==> config.mk <==
export PLATFORM = sky130hd
export DESIGN_NAME = bpc_queue
export DESIGN_NICKNAME = d
export VERILOG_FILES = /design/src/hdl/bpc_pkg.sv /design/src/hdl/bpc_queue.sv
export SDC_FILE = /design/constraint.sdc
export NUM_CORES = 1
export LEC_CHECK = 0
export ABC_AREA = 1
export ABC_CLOCK_PERIOD_IN_PS = 4900
export BUFFER_PORTS_ARGS = -buffer_cell sky130_fd_sc_hd__buf_2
export CORE_ASPECT_RATIO = 1.4
export CORE_UTILIZATION = 42
export DETAILED_ROUTE_END_ITERATION = 10
export GPL_TIMING_DRIVEN = 0
export SKIP_CTS_REPAIR_TIMING = 1
export SYNTH_ARGS = -nofsm -noshare
export SYNTH_HDL_FRONTEND = slang
export SYNTH_SLANG_ARGS = --single-unit
==> constraint.sdc <==
create_clock -name clk -period 4.9 [get_ports clk]
set_clock_uncertainty 0.1 [all_clocks]
set_input_delay 0.98 -clock clk [delete_from_list [all_inputs] [get_ports clk]]
set_output_delay 0.98 -clock clk [all_outputs]
set_load 0.02 [all_outputs]
==> src/hdl/bpc_pkg.sv <==
package bpc_pkg;

	localparam logic [2:0] REG_AC1_AC2_AC3 = 3'd0;
	localparam logic [2:0] REG_AC4_AC5_AC6 = 3'd1;
	localparam logic [2:0] REG_B1_B2       = 3'd2;
	localparam logic [2:0] REG_MC_MD       = 3'd3;
	localparam logic [2:0] REG_OSS         = 3'd4;

	localparam logic [31:0] B6_OFFSET = 32'd4000;
	localparam logic [31:0] B4_BIAS   = 32'd32768;
	localparam logic [31:0] P_C1      = 32'd3038;
	localparam logic [31:0] P_C2      = 32'hFFFF_E343; // -7357
	localparam logic [31:0] P_C3      = 32'd3791;

	typedef struct packed {
		logic [15:0] ac1;
		logic [15:0] ac2;
		logic [15:0] ac3;
		logic [15:0] ac4;
		logic [15:0] ac5;
		logic [15:0] ac6;
		logic [15:0] b1;
		logic [15:0] b2;
		logic [15:0] mc;
		logic [15:0] md;
		logic [1:0]  oss;
	} bpc_cal_t;

	// sideband carried alongside a divide
	typedef struct packed {
		logic [31:0] a;
		logic [31:0] b;
		logic        err;
		logic        flag;
	} bpc_side_t;

	// front-to-back queue entry
	typedef struct packed {
		logic [31:0] b5;
		logic [18:0] up;
		logic        err;
	} bpc_entry_t;

	function automatic logic [31:0] sext16(input logic [15:0] v);
		sext16 = {{16{v[15]}}, v};
	endfunction

	function automatic logic [31:0] asr(input logic [31:0] v, input logic [4:0] n);
		asr = 32'($signed(v) >>> n);
	endfunction

	// 50000 >> oss
	function automatic logic [31:0] b7_scale(input logic [1:0] oss);
		unique case (oss)
			2'd0: b7_scale = 32'd50000;
			2'd1: b7_scale = 32'd25000;
			2'd2: b7_scale = 32'd12500;
			default: b7_scale = 32'd6250;
		endcase
	endfunction

endpackage

==> src/hdl/bpc_queue.sv <==
module bpc_queue (
	input  logic                  clk,
	input  logic                  arst_n,
	input  logic                  push,
	input  bpc_pkg::bpc_entry_t   push_data,
	input  logic                  pop,
	output bpc_pkg::bpc_entry_t   pop_data,
	output logic                  full,
	output logic                  empty
);

	bpc_pkg::bpc_entry_t slot_q [0:3];
	logic [1:0] wr_q, rd_q;
	logic [2:0] cnt_q;

	assign full     = cnt_q == 3'd4;
	assign empty    = cnt_q == 3'd0;
	assign pop_data = slot_q[rd_q];

	always_ff @(posedge clk or negedge arst_n) begin
		if (!arst_n) begin
			wr_q  <= '0;
			rd_q  <= '0;
			cnt_q <= '0;
		end else begin
			if (push) wr_q <= wr_q + 2'd1;
			if (pop)  rd_q <= rd_q + 2'd1;
			cnt_q <= cnt_q + 3'(push) - 3'(pop);
		end
	end

	always_ff @(posedge clk) begin
		if (push) slot_q[wr_q] <= push_data;
	end

endmodule

==> results list <==
- The run finished with clean final reports.
* Floorplan core area: ~0.021 mm²
- The number of antenna violations at the first check in global routing came to 2.
- In this run the deepest clock path goes through 3 buffers.
- Yosys warnings: 0
- Port bufs: 109
* Area used by multi-input combinational logic: ~0.0017 mm²
- Of the cells placed in the final design, the portion with a size suffix greater than 1 is between 10% and 20%.
* Dpl hpwl: 11.6 mm
- The clock reaches the later pin of the worst-skew pair after ~0.48 ns.
- Setup repair after global routing missed its margin: no
* Clock-pin slew reported for the worst setup and hold paths after clock tree synthesis: approximately 0.060 ns
- Post-Synthesis Net Count: 924
- Each instance of the synthesized netlist takes up on average 10.6 µm².
* Share of the yosys chip area belonging to registers: 70.1%
- Final layout net count: 1060
- Summed over all cells, the static leakage comes to between 5 and 6 nW.
- Total CTS buffers: 21
- WP data arrival: 1.97 ns
* Maximum number of pins on one net before global-route repair: 32
* Post-synthesis cell type count: 16
* Total power density per cell area: 611 mW/mm²
- Vertical die dimension: 177 µm
- CP startpoint kind: flip-flop
* Root buffer cell: sky130_fd_sc_hd__clkbuf_16
* Endpoint type of the worst setup path: output port
* Sequential cell area in the final layout: 0.00642 mm²
- Period Utilization, post-route: 62.3%
* Relative slew margins: 53.6%
- Worst path required time: 3.82 ns
- TritonCTS built the clock tree.
- Area of the die: 0.0224 mm²
- Post-layout utilization of the core: 50.3%
- The worst path in the final design needs a cycle of 3.05 ns, including I/O delays and setup.
- Global-route wire length before repair: 29.9 mm
- At the pin with the least slew margin, the transition time is 0.694 ns.
- Worst Path Max Fanout: 10
* Die extent in x: 127 µm
- Total buffers and inverters traversed by the critical path: 3
- Pin placement for this block handled 110 I/O pins.
* Standard-cell rows: 63
- The congestion estimate from routability-driven global placement came to 0.723.
- In this run the cell area measured after placement is between 0.01 and 0.015 mm².
* Classification of the worst-slack hold path: input port to asynchronous set/reset pin
- Sum Neg Setup Slack: 0 ns
- Area of the mapped netlist: around 0.009 mm²
* Slowest cell on the critical path: sky130_fd_sc_hd__clkbuf_1
- IR analysis of the VDD net gives a maximum drop of 0.282 mV.
- After the first detailed-routing iteration, the DRC count stood at a little over 400.
- Count of endpoints failing hold in the final timing report: 0
- CTS HTree Levels: 1
- The initial utilization of the core area, before any placement, comes to about 43%.
- Path type of the worst setup path: flip-flop to output port
* Final setup viols: 0
- Compared with the post-synthesis result, the final layout area differs by 16.9%.
* Critical path cell sequence: buf_2 -> clkbuf_1 -> nand3_1 -> nand2_1 -> buf_2
- The total overflow left after global routing is 0.
- In the final routed layout, each cell accounts on average for around 15 µm.
* DR DRC count: 0
- Detailed-route via count: 5747
- The pre-antenna-repair detailed-routing pass consisted of 5 iterations.
- Design Area, Final: roughly 0.011 mm²
* Number of pins with negative max-slew slack in the final report: 0
- Cell class contributing the biggest share of worst-path delay: buffers and inverters
* Via density: 4.52
- Maximum frequency from static timing analysis: 328 MHz
* Crit path top cell by count: sky130_fd_sc_hd__buf_2
- Seq cells post-synth: 215
* Number of global-route vias before repair: 5739
* Final total power: 6.54 mW
- Fill cell total of the finished layout: 1909
* CTS Sinks: 215
* Count of max-cap constraint violations: 0
* Peak per-stage delay on the critical path: around 0.47 ns
* Overall routed net length: 19.0 mm
- Number of nets with antenna violations after routing: 0
* All-layer global routing usage: 17.6%
* Number of instances in the synthesized netlist: 861
[cell families (layout without fill, tap and decap cells)]
| family | count (synthesis) | after routing | share of synthesized area, % |
|---|---|---|---|
| AOI/OAI and AO/OA | 1 | 1 | 0.0546 |
| xor gates and xnor gates | 3 | 3 | 0.287 |
| adders and majority gates | 7 | 7 | 1.04 |
| buffers and inverters | 257 | 407 | 11.6 |
| DFF | 215 | 215 | 70.1 |
| other | 0 | 1 | 0 |
| and+or+nand+nor | 378 | 378 | 16.9 |
[final timing paths]
kind | slack (ns) | cells after the start | to | from
worst max-delay path | 1.85 | 5 | pop_data[19] | rd_q[1]$_DFFE_PN0P_
worst min-delay path | 0.22 | 1 | cnt_q[2]$_DFF_PN0_ | arst_n
worst max register to register | 2.93 | 5 | slot_q[2][44]$_DFFE_PP_ | wr_q[0]$_DFFE_PN0P_
worst min register to register | 0.44 | 1 | wr_q[0]$_DFFE_PN0P_ | wr_q[0]$_DFFE_PN0P_
max in group asynchronous | 4.31 | 1 | wr_q[1]$_DFFE_PN0P_ | arst_n
min in group clk | 0.44 | 1 | wr_q[0]$_DFFE_PN0P_ | wr_q[0]$_DFFE_PN0P_
[placed cells by master (no fill, tap or decap), types with 7 or more instances in the layout]
master	instances
sky130_fd_sc_hd__clkbuf_16	21
sky130_fd_sc_hd__clkbuf_1	18
sky130_fd_sc_hd__nand2_1	271
sky130_fd_sc_hd__buf_2	124
sky130_fd_sc_hd__nand3_1	105
sky130_fd_sc_hd__edfxtp_1	208
sky130_fd_sc_hd__inv_1	216
sky130_fd_sc_hd__buf_6	7
sky130_fd_sc_hd__dfrtp_1	7
[synthesized netlist by cell type]
master,instances,share of area (%)
sky130_fd_sc_hd__inv_1,220,9.0
sky130_fd_sc_hd__dfrtp_1,7,1.9
sky130_fd_sc_hd__inv_2,2,0.082
sky130_fd_sc_hd__nand3_1,105,5.7
sky130_fd_sc_hd__edfxtp_1,208,68
sky130_fd_sc_hd__nor3_1,1,0.055
sky130_fd_sc_hd__o21ai_0,1,0.055
sky130_fd_sc_hd__ha_1,6,0.82
sky130_fd_sc_hd__buf_4,6,0.49
sky130_fd_sc_hd__fa_1,1,0.22
sky130_fd_sc_hd__buf_2,15,0.82
sky130_fd_sc_hd__buf_6,7,0.86
sky130_fd_sc_hd__xor2_1,3,0.29
sky130_fd_sc_hd__nand2_1,271,11
sky130_fd_sc_hd__clkbuf_1,7,0.29
sky130_fd_sc_hd__nor2_1,1,0.041
[flip-flops by register name, summed over array words and instances (netlist names)]
register,count
rd_q,2
wr_q,2
cnt_q,3
slot_q,208
[final cells by class]
| type | count | share of cell area (%) |
|---|---|---|
| diodes | 1 | 0.0234 |
| plain buffers | 35 | 2.10 |
| clock buffers | 33 | 5.42 |
| clock inverters | 4 | 0.140 |
| inverters | 222 | 7.78 |
| multi-input cells | 389 | 15.7 |
| flip-flops and latches | 215 | 60.0 |
| well taps | 260 | 3.04 |
| repair buffers | 113 | 5.84 |
[per-layer routing]
layer / wire length, µm / share of wire (%) / track usage [%] / vias to the layer above
met1: 8040 / 42 / 21.2 / 2669
met4: 267 / 1.4 / 5.46 / 2
li1: - / - / - / 2949
met5: 8 / 0.042 / 0 / -
met3: 733 / 3.9 / 2.36 / 21
met2: 9970 / 52 / 32.4 / 106
[through the flow]
step | std cells | hold slack (ns) | setup WS (ns)
detailed placement | 1234 | 0.427 | 2.17
CTS | 1271 | 0.210 | 1.78
global placement | 1230 | 0.416 | 1.05
global route | 1271 | 0.224 | 1.68
floorplan | 861 | 0.391 | 2.11
finish | 1272 | 0.224 | 1.85
[power by group]
| group | total [mW] | internal (mW) | switching, mW |
|---|---|---|---|
| combinational | 2.63 | 0.800 | 1.83 |
| sequential | 2.48 | 2.41 | 0.0758 |
| clock | 1.43 | 0.808 | 0.619 |
| total | 6.54 | 4.02 | 2.53 |
Power figures use the tool's default switching activity.
